[config.mk]
export PLATFORM = sky130hd
export DESIGN_NAME = dftc_div60
export DESIGN_NICKNAME = d
export VERILOG_FILES = /design/src/rtl/core/dftc_pkg.sv /design/src/rtl/core/dftc_div.sv
export SDC_FILE = /design/constraint.sdc
export NUM_CORES = 1
export LEC_CHECK = 0
export ABC_AREA = 0
export ABC_CLOCK_PERIOD_IN_PS = 2200
export BUFFER_PORTS_ARGS = -buffer_cell sky130_fd_sc_hd__buf_2
export CORE_AREA = 2 2 217 112
export CTS_CLUSTER_SIZE = 8
export DETAILED_ROUTE_END_ITERATION = 8
export DIE_AREA = 0 0 219 114
export REMOVE_ABC_BUFFERS = 1
export SLEW_MARGIN = 15
export SYNTH_ARGS = -nofsm -noshare
export SYNTH_HDL_FRONTEND = slang
export SYNTH_SLANG_ARGS = --single-unit
[constraint.sdc]
create_clock -name clk -period 2.2 [get_ports clk]
set_input_delay 0.33 -clock clk [delete_from_list [all_inputs] [get_ports clk]]
set_output_delay 0.33 -clock clk [all_outputs]
set_load 0.005 [all_outputs]
[src/rtl/core/dftc_pkg.sv]
`default_nettype none
package dftc_pkg;

    localparam int DivW     = 32;   // dividend / quotient width of every divide
    localparam int DivisorW = 8;    // divisor width (frame rate)
    localparam int CorrW    = 19;   // corrected counts stay below 2**19
    localparam int CfgIdxW  = 2;

    localparam int CorrPassesDefault = 6;

    localparam logic [CfgIdxW-1:0] RegFrameRate = 2'd0;
    localparam logic [CfgIdxW-1:0] RegDropMode  = 2'd1;

    localparam logic [7:0]  FrameRateReset = 8'd30;
    localparam logic        DropModeReset  = 1'b1;

    localparam logic [7:0]  DfRate   = 8'd30;
    localparam logic [31:0] DfLimit  = 32'd300000;
    localparam logic [DivisorW-1:0] BaseSixty = 8'd60;

    // floor(x / 1800) = ((x >> 3) * Recip1800) >> 24 for x < 2**19
    localparam logic [16:0] Recip1800 = 17'd74566;
    // floor(x / 18000) = ((x >> 4) * Recip18000) >> 25 for x < 2**19
    localparam logic [14:0] Recip18000 = 15'd29827;
    // floor(x / 60) = ((x >> 2) * Recip60) >> 34 for x < 2**32
    localparam logic [30:0] Recip60 = 31'd1145324613;

    typedef struct packed {
        logic       neg;
        logic       drop;
        logic [7:0] rate;
    } side_t;

    localparam int SideW = $bits(side_t);

endpackage
`default_nettype wire

[src/rtl/core/dftc_div.sv]
`default_nettype none


// Divide by 60 in two stages: reciprocal multiply, then remainder.
module dftc_div60 #(
    parameter int SW = dftc_pkg::SideW
) (
    input  wire logic          clk,
    input  wire logic          rst_n,
    input  wire logic          in_valid,
    input  wire logic [31:0]   dividend,
    input  wire logic [SW-1:0] side_in,
    output logic               out_valid,
    output logic [31:0]        quotient,
    output logic [5:0]         remainder,
    output logic [SW-1:0]      side_out
);

    logic          a_valid_reg;
    logic [31:0]   a_dvd_reg;
    logic [26:0]   a_quo_reg;
    logic [SW-1:0] a_side_reg;
    logic          b_valid_reg;
    logic [26:0]   b_quo_reg;
    logic [5:0]    b_rem_reg;
    logic [SW-1:0] b_side_reg;
    logic [60:0]   prod;
    logic [5:0]    rem_next;

    always_comb
    begin
        prod     = 61'(dividend[31:2]) * 61'(dftc_pkg::Recip60);
        // true remainder is below 64, so six low bits are exact
        rem_next = a_dvd_reg[5:0] - 6'(a_quo_reg[5:0] * 6'(dftc_pkg::BaseSixty));
    end

    always_ff @(posedge clk or negedge rst_n)
    begin
        if (!rst_n)
        begin
            a_valid_reg <= 1'b0;
            b_valid_reg <= 1'b0;
        end
        else
        begin
            a_valid_reg <= in_valid;
            b_valid_reg <= a_valid_reg;
        end
    end

    always_ff @(posedge clk)
    begin
        a_dvd_reg  <= dividend;
        a_quo_reg  <= prod[60:34];
        a_side_reg <= side_in;
        b_quo_reg  <= a_quo_reg;
        b_rem_reg  <= rem_next;
        b_side_reg <= a_side_reg;
    end

    assign out_valid = b_valid_reg;
    assign quotient  = {5'b0, b_quo_reg};
    assign remainder = b_rem_reg;
    assign side_out  = b_side_reg;

endmodule
`default_nettype wire

==> results.tsv <==
metric	value	unit
area leader, netlist	ha_1	
Reg clk slew, reported paths	0.06	ns
Starting Density	0.440	
DP Wirelength	23.6	mm
WL final	28.1	mm
Final Net Count	1774	
drt first-iter violations	553	
worst setup path end	a_quo_reg[17]	
number of synthesized flops with an enable pin	0	
largest net degree at the start of global routing	17	
Vert. Die Dim	114	µm
dominant synthesized flop cell	dfxtp_1	
critical path required time	2.43	ns
placer's final routability congestion estimate	0.925	
antenna violations before repair	0	
I/O pin total	94	
fin worst setup slack	-3.36	ns
Crit. Startpoint	dividend[28]	
Reg-to-Reg Start	a_quo_reg[0]	
status	finished, violations left	
H-tree Lvls	3	
setup TNS	-85.20	ns
Async S/R FF share, synth	0.0227	
Pins Over Slew Limit	0	
synthesis-to-layout area growth	40.4	%
TritonCTS clock tree	done	
Final min period	5.56	ns
Root Driver	clkbuf_16	
top-count cell post-synth	ha_1	
RR Endpoint	remainder[5]	
skew final	0.00396	ns
vias per cell	4.78	
total CTS buffers	9	
routed len/inst	17.1	µm
Yosys cell types	53	
Worst EP arrival	5.78	ns
hold crit path type	in2reg	
Critical-path top delay cell	fa_1	
layout cells sized above 1	0.388	
endpoints failing setup	27	
Synth Instances	979	
Chip Width	219	µm
type of the worst setup path	in2reg	
RSZ-0062 raised after global routing	yes	
max-cap violation count	0	
post-synth top area share	0.340	
die area	25000	µm²
violated checks	negative setup slack	
most used cell, CP	inv_2	
Post-Syn Area	10300	µm²
Clock Latency Late Sink	0.34	ns
Area contributors post-synth	ha_1 (34%), fa_1 (24%), dfxtp_1 (17%), inv_1 (8.7%), a21oi_1 (2.1%)	
Post-synth top cells	ha_1 (279), inv_1 (238), fa_1 (124), dfxtp_1 (86), a21oi_1 (43)	
DRT Pass-1 Iters	6	
first-pass GRT wire length	44.1	mm
Final Hold Vio Count	0	
syn avg cell area	10.5	µm²
period utilisation layout	2.53	
deepest clock path buffer count	2	
DRC viols	0	
post-synthesis sequential area ratio	0.173	
Max stage delay on crit path	0.54	ns
Yosys reg bits	88	
number of routed nets with antenna violations	0	
Synth warnings	0	
All-Layer GR Usage	0.233	
FF-to-FF setup slack	0.27	ns
critical-path cell list	buf_8, ha_4, inv_2, fa_1, fa_2, fa_1, inv_2, fa_1, inv_2, fa_2, inv_2, ha_4, ha_4, a21o_1, a21o_1, a2111oi_4, o31a_2, o311a_4, o21ai_4, a31oi_4, buf_6, o21bai_4, nor4_4, a211oi_2	
vias in the first global route	8092	
worst reg2reg path depth	7	
diode count	0	
Worst Setup Start Kind	primary input	
crit path max fanout	3	
Vias	7865	
core area	23300	µm²
WHS	0.0835	ns
grt ovf	0	
worst hold stages	1	
# port buffers	88	
Row Count	40	
f_max	0.180	GHz
crit end category	flop	
TritonCTS Sinks	88	
==> logic make-up after synthesis <==
kind of cell,synth area share
xor gates and xnor gates,0.0247
AOI/OAI and AO/OA,0.0858
and+or+nand+nor,0.0425
adders and majority gates,0.582
buffers and inverters,0.0921
other,0.000365
DFF,0.173
==> worst min-delay path by stage <==
| stage | start | end | slack, ns |
|---|---|---|---|
| CTS | dividend[0] | a_dvd_reg[0] | 0.07 |
| floorplan | rst_n | a_valid_reg | 0.03 |
| global placement | rst_n | out_valid | 0.12 |
| detailed placement | rst_n | out_valid | 0.12 |
| finish | dividend[0] | a_dvd_reg[0] | 0.08 |
| global route | side_in[3] | a_side_reg[3] | 0.07 |
==> what timing repair did <==
item | 4_1_cts | 5_1_grt
hold buffers | 1 | 0
pin swaps | 107 | 51
endpoints found under the hold margin | 2 | 0
endpoints found under the setup margin | 27 | 27
buffers inserted | 27 | 10
gates resized for setup | 172 | 47
==> cell usage in the layout, fill, tap and decap left out, drive strengths merged, types with 11 or more instances in the layout <==
cell   instances
a21o          15
a21oi         43
buf          340
dfxtp         86
fa           124
ha           279
inv          239
nand2         26
nand3         11
nor2          21
o21ai         14
xnor2         20
==> metrics by stage <==
stage | util | setup slack, ns | instances | instance area [µm²]
floorplan | - | -3.60 | 974 | 10200
global placement | 0.544 | -4.08 | 1593 | 12700
detailed placement | 0.544 | -4.15 | 1593 | 12700
CTS | 0.605 | -3.27 | 1636 | 14100
global route | 0.618 | -3.49 | 1646 | 14400
finish | 0.618 | -3.36 | 1646 | 14400
==> area by class of cell <==
type / instances / area [µm²]
clock buffer: 10 / 229
sequential: 88 / 1770
timing repair buffer: 341 / 2500
multi-input combinational: 648 / 8570
fill: 1896 / 8910
tap: 315 / 394
clock inverter: 6 / 53.8
inverter: 238 / 897
==> layer usage <==
metal | vias to the layer above | share of wire | GRT usage
met4 | 0 | 0.0051 | 0.0297
met1 | 3705 | 0.54 | 0.380
li1 | 3899 | - | -
met2 | 242 | 0.36 | 0.300
met5 | - | 0 | 0
met3 | 19 | 0.093 | 0.0685
==> critical path, delay by kind of cell <==
family	cells	cell delay [ns]
AO/OA/AOI/OAI	9	1.59
adder cells (fa/ha/maj)	8	3.21
buffers and inverters	6	0.39
AND/OR/NAND/NOR	1	0.24
Power is left out: the tool's default activity adds up to more than one toggle a clock period on the data nets, which glitch-free logic cannot reach.
