===== config.mk =====
export PLATFORM = sky130hd
export DESIGN_NAME = dftc_div
export DESIGN_NICKNAME = d
export VERILOG_FILES = /design/src/rtl/core/dftc_pkg.sv /design/src/rtl/core/dftc_div.sv
export SDC_FILE = /design/constraint.sdc
export NUM_CORES = 2
export LEC_CHECK = 0
export BUFFER_PORTS_ARGS = -buffer_cell sky130_fd_sc_hd__buf_2
export CAP_MARGIN = 20
export CORE_MARGIN = 2
export CORE_UTILIZATION = 52
export CTS_CLUSTER_DIAMETER = 100
export DETAILED_ROUTE_END_ITERATION = 12
export PLACE_DENSITY = 0.65
export SYNTH_ARGS = -nofsm -noshare
export SYNTH_HDL_FRONTEND = slang
export SYNTH_SLANG_ARGS = --single-unit

===== constraint.sdc =====
create_clock -name clk -period 3.7 [get_ports clk]
set_input_delay 0.37 -clock clk [delete_from_list [all_inputs] [get_ports clk]]
set_output_delay 0.37 -clock clk [all_outputs]
set_load 0.05 [all_outputs]

===== src/rtl/core/dftc_pkg.sv =====
`default_nettype none
package dftc_pkg;

    localparam int DivW     = 32;   // dividend / quotient width of every divide
    localparam int DivisorW = 8;    // divisor width (frame rate)
    localparam int CorrW    = 19;   // corrected counts stay below 2**19
    localparam int CfgIdxW  = 2;

    localparam int CorrPassesDefault = 6;

    localparam logic [CfgIdxW-1:0] RegFrameRate = 2'd0;
    localparam logic [CfgIdxW-1:0] RegDropMode  = 2'd1;

    localparam logic [7:0]  FrameRateReset = 8'd30;
    localparam logic        DropModeReset  = 1'b1;

    localparam logic [7:0]  DfRate   = 8'd30;
    localparam logic [31:0] DfLimit  = 32'd300000;
    localparam logic [DivisorW-1:0] BaseSixty = 8'd60;

    // floor(x / 1800) = ((x >> 3) * Recip1800) >> 24 for x < 2**19
    localparam logic [16:0] Recip1800 = 17'd74566;
    // floor(x / 18000) = ((x >> 4) * Recip18000) >> 25 for x < 2**19
    localparam logic [14:0] Recip18000 = 15'd29827;
    // floor(x / 60) = ((x >> 2) * Recip60) >> 34 for x < 2**32
    localparam logic [30:0] Recip60 = 31'd1145324613;

    typedef struct packed {
        logic       neg;
        logic       drop;
        logic [7:0] rate;
    } side_t;

    localparam int SideW = $bits(side_t);

endpackage
`default_nettype wire


===== src/rtl/core/dftc_div.sv =====
`default_nettype none
// Restoring divider, one quotient bit per pipeline stage.
module dftc_div #(
    parameter int DW = dftc_pkg::DivW,
    parameter int VW = dftc_pkg::DivisorW,
    parameter int SW = dftc_pkg::SideW
) (
    input  wire logic          clk,
    input  wire logic          rst_n,
    input  wire logic          in_valid,
    input  wire logic [DW-1:0] dividend,
    input  wire logic [VW-1:0] divisor,
    input  wire logic [SW-1:0] side_in,
    output logic               out_valid,
    output logic [DW-1:0]      quotient,
    output logic [VW-1:0]      remainder,
    output logic [SW-1:0]      side_out
);

    logic          valid_reg [DW];
    logic [DW-1:0] dq_reg    [DW];
    logic [VW-1:0] rem_reg   [DW];
    logic [VW-1:0] dvs_reg   [DW];
    logic [SW-1:0] side_reg  [DW];

    for (genvar s = 0; s < DW; s++) begin : g_bit
        logic          v_in;
        logic [DW-1:0] dq_in;
        logic [VW-1:0] rem_in;
        logic [VW-1:0] dvs_in;
        logic [SW-1:0] side_s;
        logic [VW:0]   trial;
        logic          ge;
        logic [VW:0]   diff;
        logic [VW-1:0] rem_next;

        if (s == 0) begin : g_first
            assign v_in   = in_valid;
            assign dq_in  = dividend;
            assign rem_in = '0;
            assign dvs_in = divisor;
            assign side_s = side_in;
        end else begin : g_rest
            assign v_in   = valid_reg[s-1];
            assign dq_in  = dq_reg[s-1];
            assign rem_in = rem_reg[s-1];
            assign dvs_in = dvs_reg[s-1];
            assign side_s = side_reg[s-1];
        end

        always_comb
        begin
            trial    = {rem_in, dq_in[DW-1]};
            ge       = trial >= {1'b0, dvs_in};
            diff     = trial - {1'b0, dvs_in};
            rem_next = ge ? diff[VW-1:0] : trial[VW-1:0];
        end

        always_ff @(posedge clk or negedge rst_n)
        begin
            if (!rst_n)
            begin
                valid_reg[s] <= 1'b0;
            end
            else
            begin
                valid_reg[s] <= v_in;
            end
        end

        always_ff @(posedge clk)
        begin
            dq_reg[s]   <= {dq_in[DW-2:0], ge};
            rem_reg[s]  <= rem_next;
            dvs_reg[s]  <= dvs_in;
            side_reg[s] <= side_s;
        end
    end

    assign out_valid = valid_reg[DW-1];
    assign quotient  = dq_reg[DW-1];
    assign remainder = rem_reg[DW-1];
    assign side_out  = side_reg[DW-1];

endmodule

`default_nettype wire


==> summary.md <==
| Metric | Value |
|---|---|
| Status | `finished clean` |
| Top-Level Pins | `around 100` |
| Setup CP Type | `reg -> reg` |
| RSZ-0062 raised after global routing | `false` |
| Skew-Pair Late Insertion Delay | `between 0.7 and 0.8 ns` |
| DR iter-0 viols | `~1.1k` |
| Tot GR Track Use | `between 10% and 20%` |
| Hold-fix buffers, CTS | `52` |
| Setup violators final | `0` |
| Max cap viols | `0` |
| Relative slew slack | `between 30% and 40%` |
| Postcts setup bufs | `0` |
| Die X | `321 um` |
| Core Box Area | `about 0.10 mm2` |
| Clock power frac | `approximately 32%` |
| Vias | `~26k` |
| Die Y | `approximately 320 um` |
| Setup TNS | `0 ns` |
| Synth unique cells | `59` |
| Vias in the first global route | `~26k` |
| Gpl congestion | `between 0.8 and 0.9` |
| Gr ovfl total | `0` |
| Mapped Nets | `between 4k and 5k` |
| FILL cells | `7728` |
| Share of power burned in registers | `46.3%` |
| XOR/XNOR Fraction of Synth Area | `1.62%` |
| Max FFs per register | `1024` |
| Min-delay worst type | `in -> async` |
| Pin count of the biggest net entering global routing | `33` |
| WL/cell | `between 10 and 15 um` |
| Seq/Total Area, Yosys | `about 72%` |
| Non-filler cells, final | `between 5k and 6k` |
| CTS Sinks | `1880` |
| Pleak | `26.7 nW` |
| CTS Buf Count | `172` |
| Post-synth EDFFs | `0` |
| # rows | `around 120` |
| Initial antenna violation count | `0` |
| H-tree levels | `4` |
| Via density | `roughly 4.6` |
| Fin crit share | `between 60 and 70%` |
| Post-synth ARST share | `1.70%` |
| Yosys warns | `0` |
| Worst slew pin tran | `roughly 1.0 ns` |
| Synthesized flop and latch total | `1880` |
| Crit end category | `flop` |
| Layout Utilization | `60.7%` |
| Hpwl dp | `between 40000 and 50000 um` |
| Clock Skew | `roughly 0.025 ns` |
| Post-placement cell count | `approximately 5.3k` |
| Switching Power | `15.4 mW` |
| Multiplexer share of the synthesized area | `2.21%` |
| CP max FO | `14` |
| Slack of the worst reg-to-reg path | `1.24 ns` |
| Switching part of the total | `between 20% and 30%` |
| Largest family of logic cells by synthesized area | `compound AO/OA/AOI/OAI gates` |
| DR DRC count | `0` |
| Post-Syn Area | `between 0.05 and 0.06 mm2` |
| CTS tree | `done` |
| P_int | `40.2 mW` |
| Worst setup SP type | `flop` |
| Die ar. | `0.103 mm2` |
| Critical path arrival | `just over 3 ns` |
| Post-Synthesis Cells | `about 4.0k` |
| Post_cts resized | `0` |
| Max Transition Viols Final | `0` |
| Pre-antenna DRT Iters | `5` |
| Root Driver | `clkbuf_16` |
| Comb pwr share | `between 20% and 30%` |
| Top FF cell, synth | `dfxtp_1` |
| Layout cells sized above 1 | `12.2%` |
| Final WL | `69900 um` |
| Clk buf depth | `3` |
| Min Hold Slack | `0.201 ns` |
| Placed cell area | `around 0.054 mm2` |
| Synth Area in Simple Gates | `about 5.3%` |
| Final instance area | `roughly 0.06 mm2` |
| Post-route minimum period | `between 2 and 2.5 ns` |
| Final Hold Viols | `0` |
| Required time at the worst-slack endpoint | `between 4 and 5 ns` |
| # diodes | `0` |
| Area delta synth->final | `15.8%` |
| Antenna Nets Post-Route | `0` |
| Syn Area/Cell | `approximately 13 um2` |
| Clock slew at reported path FFs | `approximately 0.060 ns` |
| Post-synthesis adder-cell area fraction | `under 10%` |
| Synth Area in Compound Gates | `under 10%` |
| Nets | `roughly 4.6k` |
| Initial Util | `52.4%` |
| Pwr dens | `roughly 920 mW/mm2` |
| Fmax | `0.406 GHz` |
| Max IR drop VDD | `0.473 mV` |
| # port buffers | `103` |
| First-pass GRT wire length | `between 100000 and 150000 um` |
-- metal layers --
| metal | GRT usage (%) | wire length (um) | vias to the layer above |
|---|---|---|---|
| met1 | 17.6 | 33300 | 12000 |
| met2 | 22.8 | 31900 | 316 |
| li1 | - | - | 13700 |
| met4 | 5.86 | 2070 | 0 |
| met3 | 3.46 | 2690 | 173 |
| met5 | 0 | 0 | - |
-- worst max-delay path, stage by stage, from the launching register on --
cell,delay [ns]
dfxtp_1,0.32
inv_1,0.05
ha_1,0.34
and4_1,0.25
and2_1,0.17
a221oi_2,0.76
inv_1,0.21
o22a_1,0.25
-- worst paths after layout --
path / start / end / cells past startpoint
max: dvs_reg[0][118] / rem_reg[1][63] / 7
min: rst_n / g_bit[1].v_in / 2
max reg2reg: dvs_reg[0][118] / rem_reg[1][63] / 7
min reg2reg: dq_reg[0][475] / dq_reg[0][508] / 0
max in group asynchronous: rst_n / g_bit[29].v_in / 2
min in group clk: dividend[22] / dq_reg[0][23] / 2
-- synthesized netlist by cell type, types with 25 or more instances --
| master | count | area [um2] |
|---|---|---|
| fa_1 | 31 | 621 |
| o21ai_0 | 230 | 1150 |
| dfrtp_1 | 32 | 801 |
| nor2b_1 | 44 | 275 |
| nand2b_1 | 46 | 288 |
| a211oi_1 | 25 | 188 |
| mux2_2 | 68 | 766 |
| nor3_1 | 31 | 155 |
| nor2_1 | 65 | 244 |
| dfxtp_1 | 1848 | 37000 |
| mux2i_1 | 39 | 390 |
| a21oi_1 | 152 | 761 |
| xnor2_1 | 53 | 464 |
| a21o_1 | 35 | 263 |
| nand3_1 | 35 | 175 |
| xor2_1 | 44 | 385 |
| buf_4 | 32 | 240 |
| o31ai_1 | 37 | 278 |
| ha_1 | 250 | 3130 |
| and2_1 | 36 | 225 |
| nand2_1 | 185 | 694 |
| inv_1 | 335 | 1260 |
| o21a_1 | 52 | 390 |
-- cells in the final DEF, fill, tap and decap left out, types with 36 or more instances in the layout --
cell	instances
o31ai_1	37
o21a_1	52
clkbuf_16	174
xor2_1	44
buf_2	103
inv_1	335
nand2_1	185
dfxtp_1	1848
ha_1	250
a21oi_1	152
mux2_2	68
and2_1	36
xnor2_1	53
mux2i_1	39
o21ai_0	230
nor2b_1	44
nand2b_1	46
nor2_1	65
dlygate4sd3_1	52
-- power by group through the flow --
stage          combinational [mW]  clock, mW  sequential [mW]
2_1_floorplan                9.81          0             25.9
3_3_place_gp                 11.8          0             26.2
3_5_place_dp                 11.9          0             26.2
4_1_cts                      12.1       18.4             25.9
5_1_grt                      13.6       19.3             26.2
6_report                     12.0       17.9             25.8
-- cell type report --
cell class | instances | area [um2] | area share, %
clock buffer | 239 | 4950 | 8.15
clock inverter | 77 | 1020 | 1.69
inverter | 335 | 1260 | 2.07
multi-input combinational | 1695 | 13000 | 21.4
sequential | 1880 | 37800 | 62.3
tap | 1298 | 1620 | 2.68
timing repair buffer | 156 | 1040 | 1.72
-- cells by family after synthesis --
| kind of cell | Yosys count |
|---|---|
| compound gates | 670 |
| mux | 107 |
| flops | 1880 |
| fa+ha+maj | 281 |
| xor+xnor | 97 |
| buf+inv | 391 |
| simple gates | 540 |
-- metrics by stage --
stage                     worst slack, ns  power (mW)
after CTS                            1.25        56.4
after detailed placement             1.25        38.2
final                                1.24        55.7
after floorplan                      1.70        35.7
after global routing                0.989        59.1
after global placement               1.29        38.0
No activity file was read; power rests on OpenSTA's default activity.
