<file path="src/rtl/core/dftc_pkg.sv">
`default_nettype none
package dftc_pkg;

    localparam int DivW     = 32;   // dividend / quotient width of every divide
    localparam int DivisorW = 8;    // divisor width (frame rate)
    localparam int CorrW    = 19;   // corrected counts stay below 2**19
    localparam int CfgIdxW  = 2;

    localparam int CorrPassesDefault = 6;

    localparam logic [CfgIdxW-1:0] RegFrameRate = 2'd0;
    localparam logic [CfgIdxW-1:0] RegDropMode  = 2'd1;

    localparam logic [7:0]  FrameRateReset = 8'd30;
    localparam logic        DropModeReset  = 1'b1;

    localparam logic [7:0]  DfRate   = 8'd30;
    localparam logic [31:0] DfLimit  = 32'd300000;
    localparam logic [DivisorW-1:0] BaseSixty = 8'd60;

    // floor(x / 1800) = ((x >> 3) * Recip1800) >> 24 for x < 2**19
    localparam logic [16:0] Recip1800 = 17'd74566;
    // floor(x / 18000) = ((x >> 4) * Recip18000) >> 25 for x < 2**19
    localparam logic [14:0] Recip18000 = 15'd29827;
    // floor(x / 60) = ((x >> 2) * Recip60) >> 34 for x < 2**32
    localparam logic [30:0] Recip60 = 31'd1145324613;

    typedef struct packed {
        logic       neg;
        logic       drop;
        logic [7:0] rate;
    } side_t;

    localparam int SideW = $bits(side_t);

endpackage
`default_nettype wire

</file>
<file path="src/rtl/core/dftc_corr.sv">
`default_nettype none
// Drop-frame correction, one fixed-point pass per pipeline stage.
module dftc_corr #(
    parameter int Passes = dftc_pkg::CorrPassesDefault
) (
    input  wire logic                  clk,
    input  wire logic                  rst_n,
    input  wire logic                  in_valid,
    input  wire logic [31:0]           mag,
    input  wire logic                  apply,
    input  wire dftc_pkg::side_t       side_in,
    output logic                       out_valid,
    output logic [31:0]                val,
    output dftc_pkg::side_t            side_out
);

    logic                              valid_reg [Passes];
    logic [31:0]                       mag_reg   [Passes];
    logic                              apply_reg [Passes];
    dftc_pkg::side_t                   side_reg  [Passes];
    logic [dftc_pkg::CorrW-1:0]        cur_reg   [Passes];

    for (genvar s = 0; s < Passes; s++) begin : g_pass
        logic                          v_in;
        logic [31:0]                   mag_in;
        logic                          apply_in;
        dftc_pkg::side_t               side_s;
        logic [dftc_pkg::CorrW-1:0]    cur_in;
        logic [15:0]                   y1;
        logic [14:0]                   y2;
        logic [32:0]                   p1;
        logic [29:0]                   p2;
        logic [8:0]                    q1;
        logic [4:0]                    q10;
        logic [dftc_pkg::CorrW-1:0]    cur_next;

        if (s == 0) begin : g_first
            assign v_in     = in_valid;
            assign mag_in   = mag;
            assign apply_in = apply;
            assign side_s   = side_in;
            assign cur_in   = mag[dftc_pkg::CorrW-1:0];
        end else begin : g_rest
            assign v_in     = valid_reg[s-1];
            assign mag_in   = mag_reg[s-1];
            assign apply_in = apply_reg[s-1];
            assign side_s   = side_reg[s-1];
            assign cur_in   = cur_reg[s-1];
        end

        always_comb
        begin
            y1  = cur_in[dftc_pkg::CorrW-1:3];
            y2  = cur_in[dftc_pkg::CorrW-1:4];
            p1  = 33'(y1) * 33'(dftc_pkg::Recip1800);
            p2  = 30'(y2) * 30'(dftc_pkg::Recip18000);
            q1  = p1[32:24];
            q10 = p2[29:25];
            cur_next = mag_in[dftc_pkg::CorrW-1:0]
                     + {9'(q1 - 9'(q10)), 1'b0};
        end

        always_ff @(posedge clk or negedge rst_n)
        begin
            if (!rst_n)
            begin
                valid_reg[s] <= 1'b0;
            end
            else
            begin
                valid_reg[s] <= v_in;
            end
        end

        always_ff @(posedge clk)
        begin
            mag_reg[s]   <= mag_in;
            apply_reg[s] <= apply_in;
            side_reg[s]  <= side_s;
            cur_reg[s]   <= cur_next;
        end
    end

    assign out_valid = valid_reg[Passes-1];
    assign side_out  = side_reg[Passes-1];
    assign val       = apply_reg[Passes-1]
                     ? {{(32-dftc_pkg::CorrW){1'b0}}, cur_reg[Passes-1]}
                     : mag_reg[Passes-1];

endmodule
`default_nettype wire

</file>
<file path="config.mk">
export PLATFORM = sky130hd
export DESIGN_NAME = dftc_corr
export DESIGN_NICKNAME = d
export VERILOG_FILES = /design/src/rtl/core/dftc_pkg.sv /design/src/rtl/core/dftc_corr.sv
export SDC_FILE = /design/constraint.sdc
export NUM_CORES = 2
export LEC_CHECK = 0
export ABC_AREA = 0
export ABC_CLOCK_PERIOD_IN_PS = 21100
export BUFFER_PORTS_ARGS = -buffer_cell sky130_fd_sc_hd__clkbuf_2
export CORE_ASPECT_RATIO = 1.25
export CORE_UTILIZATION = 49
export DETAILED_ROUTE_END_ITERATION = 8
export SYNTH_ARGS = -nofsm -noshare
export SYNTH_HDL_FRONTEND = slang
export SYNTH_SLANG_ARGS = --single-unit
</file>
<file path="constraint.sdc">
create_clock -name clk -period 21.1 [get_ports clk]
set_input_delay 4.22 -clock clk [delete_from_list [all_inputs] [get_ports clk]]
set_output_delay 4.22 -clock clk [all_outputs]
set_load 0.005 [all_outputs]
</file>
==> metrics.md <==
| Metric | Value |
|---|---|
| Status | complete, but fails checks |
| Failing checks | design-rule violations |
| Worst flop-to-flop path startpoint | cur_reg[1][6]$_DFF_P_ |
| Total GRT Usage | 20.5% |
| Pin count of the biggest net entering global routing | 20 |
| Worst EP arrival | 12.62 ns |
| Drt drc | 6 |
| Skew final | 0.0275 ns |
| Gpl congestion | 0.825 |
| Vias in the first global route | 34498 |
| WL final | 100 mm |
| Final hold vios | 0 |
| Slew @ Worst Pin | 1.03 ns |
| Num ports | 89 |
| Initial antenna violation count | 1 |
| PortBufs | 88 |
| Max reg flops | 192 |
| First-pass GRT wire length | 169 mm |
| Unrepaired setup endpoints after global routing | no |
| Setup Total Neg Slack | 0 ns |
| Final design instance area without fill | 53800 um^2 |
| Worst endpoint required time | 21.53 ns |
| Syn Area/Cell | 10.3 um^2 |
| Period Utilization, post-route | 57.8% |
| Maximum fanout along the worst path | 12 |
| CP max stage delay | 0.55 ns |
| Row count | 130 |
| CP dominant cell by count | fa_1 |
| WHS Path Cells | 0 |
| Synthesized area | 50000 um^2 |
| Post-synth EDFFs | 0 |
| Hold WS | 0.303 ns |
| CTS Buffer Depth | 3 |
| Chip Width | 288 um |
| Delay-heaviest family, CP | adder cells |
| Area Growth Syn to Fin | 7.57% |
| Root buffer cell | clkbuf_16 |
| CTS Hold Buffers Added | 0 |
| CP endpoint kind | flip-flop |
| Via density | 5.04 |
| Antenna Cells | 0 |
| Total gr overflow | 0 |
| DR vias | 31989 |
| Share of cells above drive strength 1 | 4.75% |
| Pre-Repair DR Iteration Count | 7 |
| Clock Sinks | 362 |
| # Post-CTS Setup Buffers | 0 |
| Buf+Inv Stages, Crit Path | 5 |
| Slew HR | 31.0% |
| Minimum clock period | 12.19 ns |
| Fin. max-slew vios | 0 |
| Die Y | 359 um |
| R2R Setup Slk | 11.55 ns |
| Area after DPL | 52400 um^2 |
| Flops & latches, synth | 362 |
| Crit Path Category | in -> reg |
| CTS Buf Count | 40 |
| CTS tree | done |
| Final Setup Violations | 0 |
| Max_cap viols | 0 |
| RR Endpoint | cur_reg[2][18]$_DFF_P_ |
| Post-Synthesis Cells | 4843 |
| Iter 0 DRT Violations | 890 |
| Clock transition at the registers of the reported paths | 0.06 ns |
| Initial Util | 49.6% |
| Worst skew pair latency | 0.56 ns |
| HP Start | mag_reg[4][27]$_DFF_P_ |
| Sequential area share after synthesis | 14.5% |
| Routed WL per cell | 15.8 um |
| Hpwl dp | 85.3 mm |
| H-tree depth | 2 |
| Nets | 7144 |
| Hold path endpoint | mag_reg[5][27]$_DFF_P_ |
| Critical path's slowest cell | fa_1 |
| Fill cell count | 9203 |
| Syn nets | 6985 |
| Async SR Flop Fraction | 1.66% |
| Reg2Reg Depth | 37 |
| Synth warn | 0 |
| Main synth FF type | dfxtp_1 |
| Synth cell types | 73 |
| Core ar. | 101000 um^2 |
| Post-CTS Resized | 0 |
| Total Die Area | 103000 um^2 |
| Hold WC Path Type | reg -> reg |
| Final antenna-violating net count | 0 |
| FMAX | 0.0820 GHz |
| Crit path launch type | input pin |
[cells in the final DEF, fill, tap and decap left out, drive strengths merged, types with 5 or more instances in the layout]
cell type / netlist / final
a2111oi: 6 / 6
a211oi: 11 / 11
a21o: 106 / 106
a21oi: 110 / 110
a221oi: 7 / 7
a31o: 6 / 6
a31oi: 7 / 7
and2: 15 / 15
and3: 17 / 17
and4: 12 / 12
buf: 3 / 42
bufinv: 0 / 7
clkbuf: 10 / 135
clkinv: 0 / 12
dfrtp: 6 / 6
dfxtp: 356 / 356
fa: 589 / 589
ha: 1507 / 1507
inv: 1236 / 1241
mux2: 20 / 20
nand2: 76 / 76
nand2b: 17 / 17
nand3: 46 / 46
nand4: 28 / 28
nor2: 128 / 128
nor2b: 41 / 41
nor3: 60 / 60
nor4: 10 / 10
o211a: 5 / 5
o211ai: 7 / 7
o21a: 44 / 44
o21ai: 57 / 57
o21bai: 15 / 15
o31ai: 11 / 11
or3: 8 / 8
xnor2: 133 / 133
xor2: 67 / 67
[routing by layer]
layer	part of all wire [%]	track usage [%]	vias up	wire length, um
met5	0.0090	0	-	9
met4	2.5	5.18	2	2470
met3	2.2	1.96	130	2250
met2	53	38.6	255	52900
met1	43	24.6	15526	42800
li1	-	-	16076	-
[cell usage after synthesis (4+ instances only)]
master     instances  area (um^2)
a211oi_1          11         82.6
inv_1           1236         4640
or3_1              8         50.1
o211a_1            5         50.1
xnor2_1          133         1160
a31o_2             5         43.8
nand4_1           28          175
nor2b_1           41          257
nor2_1           128          480
a21oi_1          109          546
nor3_1            59          295
xor2_1            65          569
a31oi_1            5         31.3
mux2i_1            4         40.0
o21bai_1          15          113
nand2_1           76          285
and3b_1            4         35.0
ha_1            1507        18900
o221ai_1           4         35.0
fa_1             589        11800
nand3_1           46          230
nand3b_1           4         30.0
dfxtp_1          356         7130
clkbuf_1          10         37.5
nand2b_1          17          106
a221o_1            4         40.0
dfrtp_1            6          150
o21ai_1            8         40.0
and4_1            12          105
nor4_1            10         62.6
mux2_2            20          225
a221oi_1           7         61.3
o21ai_0           49          245
o31ai_1            9         67.6
a21o_1           106          796
and2_1            15         93.8
o21a_1            44          330
o211ai_1           7         52.6
and3_1            17          106
a2111oi_0          5         43.8
[area by class of cell]
| class | instances | area, um^2 | share of cell area (%) |
|---|---|---|---|
| Sequential cell | 362 | 7280 | 13.5 |
| Timing Repair Buffer | 130 | 756 | 1.40 |
| Tap cell | 1320 | 1650 | 3.07 |
| Multi-Input combinational cell | 3232 | 38100 | 70.7 |
| Clock inverter | 25 | 354 | 0.658 |
| Inverter | 1236 | 4640 | 8.62 |
| Clock buffer | 47 | 1080 | 2.00 |
[metrics by stage]
stage	worst slack (ns)	instances	util [%]
2_1_floorplan	9.45	4843	-
3_3_place_gp	8.51	6280	52.0
3_5_place_dp	8.30	6280	52.0
4_1_cts	8.88	6352	53.4
5_1_grt	8.35	6352	53.4
6_report	8.91	6352	53.4
[how the worst max path moves through the flow]
stage / start / endpoint / cells past startpoint
2_1_floorplan: mag[11] / cur_reg[0][17]$_DFF_P_ / 36
3_3_place_gp: mag[6] / cur_reg[0][17]$_DFF_P_ / 35
3_5_place_dp: mag[6] / cur_reg[0][17]$_DFF_P_ / 36
4_1_cts: mag[6] / cur_reg[0][17]$_DFF_P_ / 36
5_1_grt: mag[6] / cur_reg[0][17]$_DFF_P_ / 36
6_report: mag[10] / cur_reg[0][17]$_DFF_P_ / 37
[logic make-up after synthesis]
logic type               synth area share [%]
adder cells (fa/ha/maj)                  61.2
XOR/XNOR                                 3.53
AND/OR/NAND/NOR                          4.77
multiplexers                            0.530
AO/OA/AOI/OAI                            6.02
flip-flops                               14.5
buffers and inverters                    9.37
[worst register-to-register path, delay by kind of cell (launching register included)]
| family | cells | cell delay [ns] |
|---|---|---|
| flip-flops | 1 | 0.73 |
| adder cells (fa/ha/maj) | 9 | 3.51 |
| buffers and inverters | 4 | 0.19 |
| multiplexers | 1 | 0.29 |
| AO/OA/AOI/OAI | 15 | 3.43 |
| XOR/XNOR | 3 | 0.49 |
| AND/OR/NAND/NOR | 5 | 0.84 |
Power is left out: the tool's default activity adds up to more than one toggle a clock period on the data nets, which glitch-free logic cannot reach.
